==> src/sspl_pkg.sv <==
// Package for the symmetric sparse pattern lookup block.
// Holds the payload structs, request codes, queue sizing and back-end states.
// No dependencies.
`timescale 1ns / 1ps

package sspl_pkg;

    // Fixed widths of the payload fields.
    localparam int COORD_W = 16;
    localparam int VALUE_W = 32;

    // Default sizing handed to the top-level parameters.
    localparam int DEF_TABLE_DEPTH = 1024;
    localparam int DEF_INDEX_BITS  = 16;

    // Command queue between front and back; must be a power of two.
    localparam int QUEUE_DEPTH = 2;

    // Configuration register map.
    localparam int     PADDR_W   = 3;
    localparam logic   REG_SCALE = 1'b0;
    localparam logic [VALUE_W-1:0] SCALE_RESET = 32'h0001_0000;

    // Request codes.
    localparam logic REQ_APPEND = 1'b0;
    localparam logic REQ_LOOKUP = 1'b1;

    typedef struct packed {
        logic               req_type;
        logic [COORD_W-1:0] row_index;
        logic [COORD_W-1:0] col_index;
    } t_in_item;

    typedef struct packed {
        logic signed [VALUE_W-1:0] value_out;
        logic                      hit;
        logic                      table_full;
    } t_out_item;

    // Classified command: coordinates already masked, lookups already swapped.
    typedef struct packed {
        logic               is_lookup;
        logic [COORD_W-1:0] row;
        logic [COORD_W-1:0] col;
    } t_cmd;

    typedef enum logic [1:0] {
        BK_IDLE,
        BK_ISSUE,
        BK_COMPARE
    } t_bk_state;

endpackage

==> src/sspl_front.sv <==
// Front end: accepts input beats, masks coordinates and folds lookups to row >= col.
// Depends on sspl_pkg.
`timescale 1ns / 1ps

module sspl_front
    import sspl_pkg::*;
#(
    parameter int INDEX_BITS = DEF_INDEX_BITS
) (
    input  logic     i_clk,
    input  logic     i_rst_n,
    input  logic     i_in_valid,
    output logic     o_in_ready,
    input  t_in_item i_in_item,
    output logic     o_cmd_valid,
    input  logic     i_cmd_ready,
    output t_cmd     o_cmd
);

    localparam int CW = (INDEX_BITS < COORD_W) ? INDEX_BITS : COORD_W;

    logic               r_valid;
    t_cmd               r_cmd;
    t_cmd               n_cmd;
    logic [COORD_W-1:0] row_m;
    logic [COORD_W-1:0] col_m;

    assign o_in_ready  = !r_valid || i_cmd_ready;
    assign o_cmd_valid = r_valid;
    assign o_cmd       = r_cmd;

    always_comb begin
        row_m           = COORD_W'(i_in_item.row_index[CW-1:0]);
        col_m           = COORD_W'(i_in_item.col_index[CW-1:0]);
        n_cmd.is_lookup = (i_in_item.req_type == REQ_LOOKUP);
        n_cmd.row       = row_m;
        n_cmd.col       = col_m;
        // Lookups search the lower triangle only.
        if (n_cmd.is_lookup && (row_m < col_m)) begin
            n_cmd.row = col_m;
            n_cmd.col = row_m;
        end
    end

    always_ff @(posedge i_clk) begin
        if (!i_rst_n) begin
            r_valid <= 1'b0;
        end else if (o_in_ready) begin
            r_valid <= i_in_valid;
        end
        if (i_in_valid && o_in_ready) begin
            r_cmd <= n_cmd;
        end
    end

endmodule

==> config.mk <==
export PLATFORM = sky130hd
export DESIGN_NAME = sspl_front
export DESIGN_NICKNAME = d
export VERILOG_FILES = /design/src/sspl_pkg.sv /design/src/sspl_front.sv
export SDC_FILE = /design/constraint.sdc
export NUM_CORES = 1
export LEC_CHECK = 0
export BUFFER_PORTS_ARGS = -buffer_cell sky130_fd_sc_hd__buf_2
export CAP_MARGIN = 5
export CORE_ASPECT_RATIO = 0.8
export CORE_UTILIZATION = 49
export CTS_CLUSTER_DIAMETER = 80
export DETAILED_ROUTE_END_ITERATION = 6
export PLACE_DENSITY = 0.88
export SYNTH_ARGS = -nofsm -noshare
export SYNTH_HDL_FRONTEND = slang
export SYNTH_SLANG_ARGS = --single-unit
export TNS_END_PERCENT = 20
==> constraint.sdc <==
create_clock -name i_clk -period 2.5 [get_ports i_clk]
set_clock_uncertainty 0.05 [all_clocks]
set_input_delay 0.5 -clock i_clk [delete_from_list [all_inputs] [get_ports i_clk]]
set_output_delay 0.5 -clock i_clk [all_outputs]
set_load 0.02 [all_outputs]
==> results of run 1 <==
==> stage by stage <==
stage / std cells / util, % / power [W]
6_report: 264 / 64.7 / 0.00140
5_1_grt: 264 / 64.7 / 0.00147
4_1_cts: 264 / 64.7 / 0.00141
3_5_place_dp: 256 / 62.5 / 0.00104
3_3_place_gp: 256 / 62.5 / 0.00103
2_1_floorplan: 129 / - / 0.000936
==> where the power goes <==
part	total (W)	internal [W]	switching [W]
registers	0.000692	0.000683	0.00000881
clock network	0.000371	0.000191	0.000180
logic	0.000334	0.000164	0.000170
==> cells in the final DEF (no fill, tap or decap), drive strengths merged, types with 2 or more instances in the layout <==
cell type,count
a21oi,4
buf,75
clkbuf,6
clkinv,2
edfxtp,33
ha,15
inv,17
mux2,32
nand2,5
nand2b,2
nand3,2
nor3,2
o21ai,4
==> critical path, stage by stage <==
cell and delay [ns]:
buf_2 0.11, inv_1 0.04, ha_1 0.28, nand2_1 0.10, nor4_1 0.48, a22oi_1 0.16, nand3_2 0.16, buf_12 0.20
mux2_4 0.32
==> how the worst max path moves through the flow <==
stage / from / endpoint / slack, ns / cells after the start
2_1_floorplan: i_in_item[15] / o_cmd[10] / 0.25 / 8
3_3_place_gp: i_in_item[15] / o_cmd[31] / -0.20 / 9
3_5_place_dp: i_in_item[15] / o_cmd[31] / -0.21 / 9
4_1_cts: i_in_item[15] / o_cmd[24] / 0.1 / 9
5_1_grt: i_in_item[15] / o_cmd[27] / 0.02 / 9
6_report: i_in_item[15] / o_cmd[23] / 0.13 / 9
==> cell families (layout without fill, tap and decap cells) <==
family | after synthesis | count (layout) | share of synthesized area [%]
flip-flops | 34 | 34 | 52.4
multiplexers | 32 | 32 | 24.5
buffers and inverters | 20 | 100 | 5.06
AO/OA/AOI/OAI | 12 | 12 | 3.76
AND/OR/NAND/NOR | 16 | 16 | 4.54
adder cells (fa/ha/maj) | 15 | 15 | 9.73
==> registers in the layout (all words and copies together), names as in the netlist <==
signal and count:
o_cmd 33, o_cmd_valid 1
==> layout make-up <==
cell class | instances | share of cell area [%]
well taps | 55 | 2.82
clock buffers | 6 | 2.97
repair buffers | 75 | 16.3
inverters | 17 | 2.61
flip-flops and latches | 34 | 41.4
clock inverters | 2 | 0.358
multi-input cells | 75 | 33.6
==> routing by layer <==
| metal | global-route usage (%) | wire [um] |
|---|---|---|
| met4 | 8.40 | 38 |
| met5 | 0 | 0 |
| met1 | 18.8 | 1410 |
| met2 | 26.0 | 1470 |
| met3 | 5.04 | 190 |
==> impl_metrics.json, run 1 <==
{
  "clkLatencyLatePin_ns": 0.28,
  "cp_data_required_time_ns": 2.48,
  "synth_top_area_share_pct": 51.4,
  "grt_pass1_wl_um": 4880,
  "syn-instance-count": 129,
  "design.die.area_sq_um": 4190,
  "wl_per_cell_um": 11.8,
  "drtIter0Drc": 48,
  "cts.sinks": 34,
  "whs_ns": 0.362,
  "syn-num-nets": 181,
  "grt_usage_pct": 15.9,
  "io-pin-count": 72,
  "ys_top_cells_by_area": "edfxtp_1 (51%), mux2_4 (23%), ha_1 (9.7%), inv_1 (3.3%), buf_6 (1.8%)",
  "ys_seq_area_share_pct": 52.4,
  "worstSetupPathType": "input pin to flop",
  "num_rows": 20,
  "area_growth_pct": 26.7,
  "wl_um": 3110,
  "drt_pass1_iterations": 4,
  "slew_violations": 0,
  "reg2reg_depth": 3,
  "htreeDepth": 2,
  "timing.rr.start": "o_cmd_valid",
  "cts_buffer_depth": 2,
  "design_area_sq_um": 2440,
  "async_flop_share_pct": 0,
  "ys.flop_type": "edfxtp_1",
  "worstPathArrival_ns": 2.35,
  "vias_per_cell": 4.68,
  "cts_tree": "built",
  "r2r_setup_slack_ns": 1.19,
  "vias": 1235,
  "ir_drop_mv": 0.230,
  "synth_edf_count": 33,
  "dieHeight_um": 58.1,
  "clk_pin_slew_ns": 0.07,
  "crit_fanout": 20,
  "hold_end": "o_cmd[32]",
  "synth_seq_cells": 34,
  "synth_common_cells": "edfxtp_1 (33), mux2_4 (30), inv_1 (17)",
  "fin_nets": 260,
  "cts_root_buffer": "clkbuf_8",
  "holdPathStages": 1,
  "maxCapViolCount": 0,
  "synthesis.area_sq_um": 1930,
  "finalHoldViolations": 0,
  "io_buffer_count": 71,
  "gr-total-overflow": 0,
  "worstHoldPathType": "input pin to flop",
  "rsz0062_at_grt": "no",
  "leakage_nw": 1.20,
  "cts_setup_buffers": 0,
  "fin_setup_tns_ns": 0,
  "p_per_area_nw_per_um2": 572,
  "critPathCaptureType": "flop",
  "seq_area_sq_um": 1010,
  "worstHoldStart": "i_in_item[32]",
  "grt_pass1_vias": 1122,
  "start_util_pct": 51.1,
  "layout_min_cycle_time_ns": 2.37,
  "cts-resized-gates": 0,
  "grt_max_degree": 34,
  "setup_viol": 0,
  "antennaDiodeCount": 0,
  "worst_slack_ns": 0.127,
  "synth_top_area_cell": "edfxtp_1",
  "worst_slew_pin_slew_ns": 0.475,
  "place_ws_ns": -0.211,
  "ys_warn_count": 0,
  "antenna_left": 0,
  "coreArea_sq_um": 3780,
  "status": "complete, no violations",
  "reg2reg_to": "o_cmd[16]",
  "max_slew_margin_pct": 68.0,
  "drc": 0,
  "worstSetupStartpointType": "input pin",
  "place.detailed.hpwl_um": 2420,
  "cts_made_buffers": 5,
  "grt_antenna_before_repair": 0,
  "postPlaceCellArea_sq_um": 2360,
  "place.gp.congestion": 0.747,
  "yosysMostFrequentCell": "edfxtp_1",
  "maxClockFrequency_mhz": 421,
  "die_w_um": 72.2,
  "layout-drive-gt1-share_pct": 54.5,
  "period_share_pct": 94.9,
  "multi_input_area_sq_um": 821,
  "fillers": 279,
  "ys_types": 23,
  "avgSynthCellArea_sq_um": 15.0,
  "hold_buffers": 0
}
Note: power is estimated with default switching activity, not from simulation.
==> run 2, diff against run 1 <==
CORE_MARGIN = 10   (was not set)
==> run 2 against run 1 <==
  * Die area increased by 64%
  * Clock power about the same
  * Count of clock-buffer cells in the layout unchanged
  * Final cell count increased by 0.38%
  * Largest power group unchanged
  * Largest cell class unchanged
==> impl_metrics.json, run 2 (synthesized netlist as in run 1, its figures left out) <==
{
  "largest_reg_flops": 33,
  "htreeDepth": 2,
  "vias_per_cell": 4.82,
  "drtIter0Drc": 56,
  "cp_data_required_time_ns": 2.47,
  "final_common_cell": "buf_2",
  "clk_pin_slew_ns": 0.06,
  "fin_setup_tns_ns": 0,
  "maxClockFrequency_mhz": 447,
  "grt_pass1_wl_um": 6590,
  "antenna_left": 0,
  "worstPathArrival_ns": 2.21,
  "max_slew_margin_pct": 72.7,
  "wl_um": 4040,
  "cts_setup_buffers": 0,
  "place.detailed.hpwl_um": 3330,
  "place.gp.congestion": 0.761,
  "crit_fanout": 20,
  "worst_slack_ns": 0.262,
  "worstSetupStartpointType": "input pin",
  "worst_slew_pin_slew_ns": 0.409,
  "drc": 0,
  "period_share_pct": 89.5,
  "setup_viol": 0,
  "grt_usage_pct": 11.8,
  "ir_drop_mv": 0.284,
  "start_util_pct": 50.7,
  "layout-drive-gt1-share_pct": 54.8,
  "dieHeight_um": 76.1,
  "coreArea_sq_um": 3800,
  "grt_antenna_before_repair": 0,
  "postPlaceCellArea_sq_um": 2380,
  "num_rows": 20,
  "io-pin-count": 72,
  "fin_cells": 265,
  "status": "complete, no violations",
  "fin_nets": 261,
  "critPathCaptureType": "flop",
  "maxCapViolCount": 0,
  "cts_buffer_depth": 2,
  "wl_per_cell_um": 15.2,
  "multi_input_area_sq_um": 821,
  "worstSetupPathType": "input pin to flop",
  "area_growth_pct": 27.7,
  "seqPwrFrac_pct": 49.1,
  "fillers": 302,
  "p_sw_share_pct": 26.1,
  "layout_min_cycle_time_ns": 2.24,
  "vias": 1277,
  "place_ws_ns": -0.0328,
  "die_w_um": 90.2,
  "cts_root_buffer": "clkbuf_8",
  "grt_pass1_vias": 1309,
  "clockPowerShare_pct": 26.3,
  "leakage_nw": 1.21,
  "layout_common_cells": "buf_2 (71), edfxtp_1 (33), mux2_4 (30), inv_1 (17), ha_1 (15)",
  "drt_pass1_iterations": 4,
  "gr-total-overflow": 0,
  "worstHoldPathType": "input pin to flop",
  "cts.sinks": 34,
  "seq_area_sq_um": 1010,
  "slew_violations": 0,
  "cts_tree": "built",
  "clkLatencyLatePin_ns": 0.27,
  "grt_max_degree": 34,
  "cts-resized-gates": 0,
  "design.die.area_sq_um": 6860,
  "finalHoldViolations": 0,
  "p_sw_w": 0.000368,
  "p_per_area_nw_per_um2": 573,
  "p_int_w": 0.00104,
  "design_area_sq_um": 2460,
  "io_buffer_count": 71,
  "dp.cells": 257,
  "cts_made_buffers": 5,
  "rsz0062_at_grt": "no",
  "total_power_w": 0.00141,
  "antennaDiodeCount": 0,
  "pwr-share-comb_pct": 24.5,
  "hold_buffers": 0
}
-- run 2: changes by cell type in the layout (fill, tap and decap cells not counted) --
cell,change
buf_12,+1
-- run 2: cell type report --
type | count | area share (%)
inverters | 17 | 2.59
clock inverters | 2 | 0.356
multi-input cells | 75 | 33.3
flip-flops and latches | 34 | 41.0
clock buffers | 6 | 2.95
well taps | 55 | 2.79
repair buffers | 76 | 17.0
-- run 2: path summary, 6_finish.rpt --
kind | end | slack, ns | startpoint | cells past startpoint
setup / recovery | o_cmd[23] | 0.26 | i_in_item[7] | 9
hold / removal | o_cmd[32] | 0.36 | i_in_item[32] | 1
setup reg to reg | o_cmd[13] | 1.20 | o_cmd_valid | 3
hold reg to reg | o_cmd_valid | 0.47 | o_cmd_valid | 2
-- run 2: per-stage QoR --
stage / hold WS [ns] / utilization (%)
after detailed placement: 0.473 / 62.6
after global placement: 0.462 / 62.6
final: 0.364 / 64.8
after CTS: 0.361 / 64.8
after global routing: 0.360 / 64.8
after floorplan: 0.549 / -
-- run 2: power groups by stage --
stage	combinational, W	clock (W)	sequential, W
global placement	0.000340	0	0.000704
CTS	0.000350	0.000385	0.000694
detailed placement	0.000350	0	0.000706
finish	0.000346	0.000372	0.000693
global route	0.000376	0.000406	0.000698
floorplan	0.000172	0	0.000765
-- run 2: critical path: stages --
cell and delay [ns]:
buf_2 0.10, inv_1 0.04, ha_1 0.32, a41oi_1 0.19, o21ai_0 0.15, a22oi_1 0.21
nand3_2 0.17, buf_12 0.22, mux2_4 0.30
-- run 2: metal layers --
layer,vias up,global-route usage (%),wire [um]
li1,632,-,-
met1,592,13.6,1710
met2,49,19.1,1930
met3,4,5.02,374
met4,0,4.29,28
met5,-,0,0
