[config.mk]
export PLATFORM = sky130hd
export DESIGN_NAME = sspl_queue
export DESIGN_NICKNAME = d
export VERILOG_FILES = /design/src/sspl_pkg.sv /design/src/sspl_queue.sv
export SDC_FILE = /design/constraint.sdc
export NUM_CORES = 1
export LEC_CHECK = 0
export ABC_AREA = 1
export BUFFER_PORTS_ARGS = -buffer_cell sky130_fd_sc_hd__buf_2
export CAP_MARGIN = 10
export CELL_PAD_IN_SITES_DETAIL_PLACEMENT = 1
export CELL_PAD_IN_SITES_GLOBAL_PLACEMENT = 1
export CORE_UTILIZATION = 39
export DETAILED_ROUTE_END_ITERATION = 10
export PLACE_DENSITY_LB_ADDON = 0.12
export SLEW_MARGIN = 5
export SYNTH_ARGS = -nofsm -noshare
export SYNTH_HDL_FRONTEND = slang
export SYNTH_SLANG_ARGS = --single-unit
[constraint.sdc]
create_clock -name i_clk -period 2.35 [get_ports i_clk]
set_input_delay 0.235 -clock i_clk [delete_from_list [all_inputs] [get_ports i_clk]]
set_output_delay 0.235 -clock i_clk [all_outputs]
set_load 0.01 [all_outputs]
[src/sspl_pkg.sv]
// Package for the symmetric sparse pattern lookup block.
// Holds the payload structs, request codes, queue sizing and back-end states.
// No dependencies.
`timescale 1ns / 1ps

package sspl_pkg;

    // Fixed widths of the payload fields.
    localparam int COORD_W = 16;
    localparam int VALUE_W = 32;

    // Default sizing handed to the top-level parameters.
    localparam int DEF_TABLE_DEPTH = 1024;
    localparam int DEF_INDEX_BITS  = 16;

    // Command queue between front and back; must be a power of two.
    localparam int QUEUE_DEPTH = 2;

    // Configuration register map.
    localparam int     PADDR_W   = 3;
    localparam logic   REG_SCALE = 1'b0;
    localparam logic [VALUE_W-1:0] SCALE_RESET = 32'h0001_0000;

    // Request codes.
    localparam logic REQ_APPEND = 1'b0;
    localparam logic REQ_LOOKUP = 1'b1;

    typedef struct packed {
        logic               req_type;
        logic [COORD_W-1:0] row_index;
        logic [COORD_W-1:0] col_index;
    } t_in_item;

    typedef struct packed {
        logic signed [VALUE_W-1:0] value_out;
        logic                      hit;
        logic                      table_full;
    } t_out_item;

    // Classified command: coordinates already masked, lookups already swapped.
    typedef struct packed {
        logic               is_lookup;
        logic [COORD_W-1:0] row;
        logic [COORD_W-1:0] col;
    } t_cmd;

    typedef enum logic [1:0] {
        BK_IDLE,
        BK_ISSUE,
        BK_COMPARE
    } t_bk_state;

endpackage

[src/sspl_queue.sv]
// Short command queue that decouples the front end from the search engine.
// Depends on sspl_pkg.
`timescale 1ns / 1ps

module sspl_queue
    import sspl_pkg::*;
(
    input  logic i_clk,
    input  logic i_rst_n,
    input  logic i_push_valid,
    output logic o_push_ready,
    input  t_cmd i_push_cmd,
    output logic o_pop_valid,
    input  logic i_pop_ready,
    output t_cmd o_pop_cmd
);

    localparam int PTR_W = (QUEUE_DEPTH > 1) ? $clog2(QUEUE_DEPTH) : 1;
    localparam int CNT_W = $clog2(QUEUE_DEPTH + 1);

    t_cmd             r_buf [QUEUE_DEPTH];
    logic [PTR_W-1:0] r_wptr;
    logic [PTR_W-1:0] r_rptr;
    logic [CNT_W-1:0] r_cnt;
    logic             push;
    logic             pop;

    assign o_push_ready = (r_cnt != CNT_W'(QUEUE_DEPTH));
    assign o_pop_valid  = (r_cnt != '0);
    assign o_pop_cmd    = r_buf[r_rptr];
    assign push         = i_push_valid && o_push_ready;
    assign pop          = o_pop_valid && i_pop_ready;

    always_ff @(posedge i_clk) begin
        if (!i_rst_n) begin
            r_wptr <= '0;
            r_rptr <= '0;
            r_cnt  <= '0;
        end else begin
            if (push) begin
                r_wptr <= r_wptr + PTR_W'(1);
            end
            if (pop) begin
                r_rptr <= r_rptr + PTR_W'(1);
            end
            if (push && !pop) begin
                r_cnt <= r_cnt + CNT_W'(1);
            end else if (pop && !push) begin
                r_cnt <= r_cnt - CNT_W'(1);
            end
        end
        if (push) begin
            r_buf[r_wptr] <= i_push_cmd;
        end
    end

endmodule

==> summary.md, run 1 <==
| Metric | Value |
|---|---|
| Fill count | `696` |
| Antenna cells | `0` |
| DRC Markers | `0` |
| Post-Syn Instances | `140` |
| Critical path launch point type | `register` |
| Status | `finished clean` |
| First drt pass iteration count | `3` |
| # hold bufs at CTS | `0` |
| Final wirelength | `4809 um` |
| Fin worst setup slack | `647.8 ps` |
| Yosys top cell area share | `0.7135` |
| Root Driver | `clkbuf_8` |
| H-tree Lvls | `3` |
| I/O pin total | `72` |
| CTS tree | `done` |
| Fmax | `587.5 MHz` |
| TritonCTS buffer count | `9` |
| Top delay family on crit path | `buffers and inverters` |
| # rows | `30` |
| Final Setup Violations | `0` |
| RSZ-0062 raised after global routing | `false` |
| Hold Slack | `87.26 ps` |
| Largest net degree at the start of global routing | `18` |
| WP data arrival | `1470 ps` |
| Final Slew Violations | `0` |
| Core area | `0.006832 mm2` |
| Crit path cell chain | `buf_4, mux2_2, buf_2` |
| Post-synthesis sequential area ratio | `0.7495` |
| Synth unique cells | `15` |
| Buffers on Ports | `71` |
| CP max stage delay | `370 ps` |
| Rel. slew slack | `0.7896` |
| CP Class | `register to output port` |
| Area growth, synth to finish | `22.43%` |
| Synth area leader | `edfxtp_1` |
| Leak | `1.366 nW` |
| Initial antenna violation count | `0` |
| Syn nets | `178` |
| Clk sinks | `71` |
| Hold WC Path Type | `input port to register` |
| Period utilization | `0.7243` |
| Max IR drop VDD | `0.0004279 V` |
| Max-cap viol count | `0` |
| Post-layout minimum cycle time | `1702 ps` |
| CP max-delay cell | `mux2_2` |
| Skew-Pair Late Insertion Delay | `330 ps` |
| Layout Nets | `262` |
| Via-per-instance ratio | `4.458` |
| Wire per inst | `14.80 um` |
| Place WS | `737.3 ps` |
| Overflow after GRT | `0` |
| Fin util | `0.4978` |
| Worst path required time | `2120 ps` |
| Vias in the first global route | `1568` |
| Post-CTS Setup Bufs | `0` |
| DRT iter0 DRCs | `64` |
| GPL Wtd Cong | `0.6131` |
| Avg Cell Area, Syn | `19.84 um2` |
| Critical Path Fanout Max | `17` |
| Die area | `0.007464 mm2` |
| Yosys warns | `0` |
| Pwr dens | `1005 mW/mm2` |
| Max clock buf depth | `2` |
| Die Wd | `86.40 um` |
| Layout cells sized above 1 | `0.5459` |
| Post-synthesis register bit count | `71` |
| Total negative setup slack | `0 ps` |
| First-pass GRT wire length | `7376 um` |
| # resized after CTS | `0` |
| CP Buf/Inv Count | `2` |
| Worst Skew | `7.476 ps` |
| GRT Total Usage | `0.1393` |
| Vias | `1449` |
| Initial Util | `0.4066` |
| HPWL Detailed | `3444 um` |
| Worst-path clk slew | `70 ps` |
| Remaining antenna violation count after routing | `0` |
| Top cells by area, synth | `edfxtp_1, mux2_4, dfxtp_1` |
| Total power | `3.417 mW` |
| Cell area after synthesis | `0.002778 mm2` |
| Crit. End Element | `output port` |
| Tightest Pin Transition | `315.6 ps` |
| Final Hold Violating Endpoints | `0` |
| Die extent in y | `86.40 um` |
==> power by group <==
part / internal, mW / switching (mW) / leakage (nW)
logic: 0.470 / 0.491 / 0.626
registers: 1.60 / 0.0626 / 0.657
clock network: 0.379 / 0.414 / 0.0818
total: 2.45 / 0.968 / 1.37
==> sequential cells by signal (all words and copies together) (netlist names), named ones only <==
signal	flops
r_wptr	1
r_buf	66
r_rptr	1
r_cnt	2
==> cells by family after synthesis <==
group,count (synthesis),synth area share
mux,33,0.1743
compound gates,4,0.008108
flops,71,0.7496
simple gates,19,0.02703
fa+ha+maj,1,0.004504
buf+inv,12,0.03649
==> synth_stat cells <==
master / instances
edfxtp_1: 66
mux2_4: 30
nand2_1: 9
inv_1: 8
nor2_1: 8
dfxtp_1: 5
buf_12: 3
mux2_2: 3
o21ai_0: 2
a21oi_1: 1
buf_6: 1
ha_1: 1
nand3_1: 1
nand4_1: 1
o21a_1: 1
==> worst register-to-register path, delay by kind of cell, from the launching register on <==
| kind | cells | cell delay, ps |
|---|---|---|
| adder cells (fa/ha/maj) | 1 | 340 |
| AND/OR/NAND/NOR | 5 | 530 |
| buffers and inverters | 4 | 370 |
| flip-flops | 1 | 330 |
==> worst paths after layout <==
| kind | end | startpoint | cells past startpoint | slack [ps] |
|---|---|---|---|---|
| setup / recovery | o_pop_cmd[13] | register | 3 | 650 |
| hold / removal | r_buf[0][15]$_DFFE_PP_ | i_push_cmd[15] | 1 | 90 |
| setup reg to reg | r_cnt[1]$_SDFFE_PN0P_ | r_cnt[0]$_SDFFE_PN0P_ | 10 | 720 |
| hold reg to reg | register | r_rptr$_SDFFE_PN0P_ | 2 | 530 |
==> area by class of cell <==
type | instances | area, um2 | share of cell area
flip-flops and latches | 71 | 2083 | 0.6126
multi-input cells | 57 | 609.3 | 0.1792
repair buffers | 77 | 400.4 | 0.1177
clock buffers | 12 | 135.1 | 0.03974
well taps | 96 | 120.1 | 0.03532
inverters | 8 | 30.03 | 0.008830
clock inverters | 4 | 22.52 | 0.006623
==> cell usage in the layout (no fill, tap or decap) <==
cell type,Yosys,final
a21oi_1,1,1
buf_2,0,71
buf_4,0,6
clkbuf_1,0,3
clkbuf_8,0,9
clkinv_1,0,1
clkinv_2,0,2
clkinv_4,0,1
dfxtp_1,5,4
dfxtp_2,0,1
edfxtp_1,66,66
ha_1,1,1
inv_1,8,8
mux2_2,3,3
mux2_4,30,30
nand2_1,9,9
nand3_1,1,1
nand4_1,1,1
nor2_1,8,6
nor2_4,0,2
o21a_1,1,1
o21ai_0,2,2
==> through the flow <==
stage | cell area, um2 | instances
after floorplan | 2778 | 140
after global placement | 3243 | 309
after detailed placement | 3243 | 309
after CTS | 3401 | 325
after global routing | 3401 | 325
final | 3401 | 325
==> metal layers <==
layer | global-route usage | wire length, um
met3 | 0.04476 | 243
met2 | 0.2431 | 2494
met5 | 0 | 0
met4 | 0.08182 | 79
met1 | 0.1476 | 1992
(Power assumes the default switching activity.)
==> run 2: changes to the inputs <==
Settings changed: CORE_UTILIZATION 39 to 43.
Clock period 2.35 ns to 1.6 ns, I/O delays scaled along.
==> run 2 against run 1 <==
Sequential share of layout area shrank 0.47 points. Routed wire length shrank 4.3%. Register-to-register slack lost 560 ps. Global-route usage grew 1.2 points. Final cell count shrank 7.1%. Combinational power grew 55%. Utilization grew 6.8 points. Final area grew 0.77%. Clock power grew 35%. Largest cell class unchanged. Largest power group unchanged.
==> summary.md, run 2 (synthesized netlist as in run 1, its figures left out) <==
| Metric | Value |
|---|---|
| Die area | `0.006785 mm2` |
| Final Non-Filler Cells | `302` |
| Layout Nets | `262` |
| Crit path cell chain | `buf_8, mux2_2, buf_2` |
| Fin util | `0.5654` |
| WP data arrival | `1360 ps` |
| First drt pass iteration count | `3` |
| # rows | `28` |
| Status | `finished clean` |
| Area growth, synth to finish | `23.38%` |
| Fill count | `572` |
| Period utilization | `0.9514` |
| Skew-Pair Late Insertion Delay | `320 ps` |
| Leak | `1.369 nW` |
| Final Hold Violating Endpoints | `0` |
| Clk sinks | `71` |
| CP max stage delay | `370 ps` |
| GRT Total Usage | `0.1510` |
| Hold Slack | `26.60 ps` |
| HPWL Detailed | `3309 um` |
| Root Driver | `clkbuf_8` |
| Cell Area, Placed | `0.003247 mm2` |
| First-pass GRT wire length | `7010 um` |
| Buffers on Ports | `71` |
| Rel. slew slack | `0.8728` |
| Post-layout minimum cycle time | `1522 ps` |
| Initial antenna violation count | `0` |
| DRC Markers | `0` |
| GPL Wtd Cong | `0.5666` |
| Die Wd | `82.37 um` |
| Largest net degree at the start of global routing | `34` |
| Die extent in y | `82.37 um` |
| DRT iter0 DRCs | `30` |
| Final Slew Violations | `0` |
| H-tree Lvls | `3` |
| Max-cap viol count | `0` |
| Initial Util | `0.4583` |
| CP Class | `register to output port` |
| Tightest Pin Transition | `190.9 ps` |
| Core area | `0.006061 mm2` |
| Worst-path clk slew | `60 ps` |
| Wire per inst | `15.24 um` |
| Worst path required time | `1440 ps` |
| Overflow after GRT | `0` |
| Final Setup Violations | `0` |
| Hold WC Path Type | `input port to register` |
| Max clock buf depth | `2` |
| Max reg flops | `66` |
| Antenna cells | `0` |
| Max IR drop VDD | `0.0006717 V` |
| Critical path launch point type | `register` |
| Design Area, Final | `0.003427 mm2` |
| Final wirelength | `4603 um` |
| RSZ-0062 raised after global routing | `false` |
| I/O pin total | `72` |
| Most flops, register | `r_buf` |
| Most common cell after layout, fill and taps aside | `buf_2` |
| Vias | `1423` |
| Worst Skew | `7.140 ps` |
| Critical Path Fanout Max | `13` |
| Via-per-instance ratio | `4.712` |
| Crit. End Element | `output port` |
| Remaining antenna violation count after routing | `0` |
| Pwr dens | `1462 mW/mm2` |
| Total negative setup slack | `0 ps` |
| Fmax | `656.9 MHz` |
| Placed instance count | `287` |
| Layout cells sized above 1 | `0.5463` |
| Vias in the first global route | `1529` |
| Regs by FF count | `r_buf: 66 flops, r_cnt: 2 flops` |
| CP max-delay cell | `dfxtp_2` |
| TritonCTS buffer count | `9` |
| CTS tree | `done` |
| Most frequent cells in the layout | `buf_2, edfxtp_1, mux2_4, clkbuf_8, nand2_1` |
[run 2: cell count changes in the layout (fill, tap and decap cells not counted), moves of 2 or more]
cell,before,now
buf_4,6,1
clkinv_2,2,0
clkbuf_1,3,1
buf_12,0,3
clkinv_1,1,4
[run 2: what timing repair did]
item                       in CTS  in global routing
pin swaps                       0                  1
gates resized for setup         2                  4
hold endpoints to repair        0                  2
setup endpoints to repair       4                  3
setup buffers                   0                  0
hold buffers                    0                  1
[run 2: power breakdown]
| part | internal (mW) | switching [mW] | leakage (nW) |
|---|---|---|---|
| registers | 2.35 | 0.0963 | 0.657 |
| logic | 0.760 | 0.734 | 0.640 |
| clock network | 0.524 | 0.545 | 0.0722 |
| total | 3.64 | 1.38 | 1.37 |
[run 2: path summary, 6_finish.rpt]
check | from | end | slack [ps] | cells past startpoint
worst max-delay path | register | o_pop_cmd[17] | 80 | 3
worst min-delay path | i_push_cmd[11] | r_buf[0][11]$_DFFE_PP_ | 30 | 1
worst max register to register | r_cnt[0]$_SDFFE_PN0P_ | r_cnt[1]$_SDFFE_PN0P_ | 160 | 10
worst min register to register | r_rptr$_SDFFE_PN0P_ | register | 510 | 2
[run 2: worst max-delay path: cells and delay by family (launching register included)]
| family | cells | cell delay (ps) |
|---|---|---|
| DFF | 1 | 370 |
| muxes | 1 | 350 |
| buffers and inverters | 2 | 320 |
[run 2: cell type report]
class	instances	area [um2]	share of cell area
Tap cell	75	93.84	0.02738
Multi-Input combinational cell	57	629.4	0.1836
Inverter	8	30.03	0.008762
Clock buffer	10	127.6	0.03724
Clock inverter	4	15.01	0.004381
Sequential cell	71	2083	0.6079
Timing Repair Buffer	77	447.9	0.1307
[run 2: routing by layer]
layer / wire length (um) / GRT usage / vias up
met5: 0 / 0 / -
met4: 53 / 0.09474 / 0
met3: 173 / 0.03516 / 4
met2: 2595 / 0.2702 / 36
met1: 1781 / 0.1594 / 696
li1: - / - / 687
[run 2: per-stage QoR]
step                power, mW  setup WS [ps]
floorplan               3.488         -329.2
global placement        3.879          175.4
detailed placement      3.967         -32.58
CTS                     5.066          23.33
global route            5.311          18.46
finish                  5.012          77.76
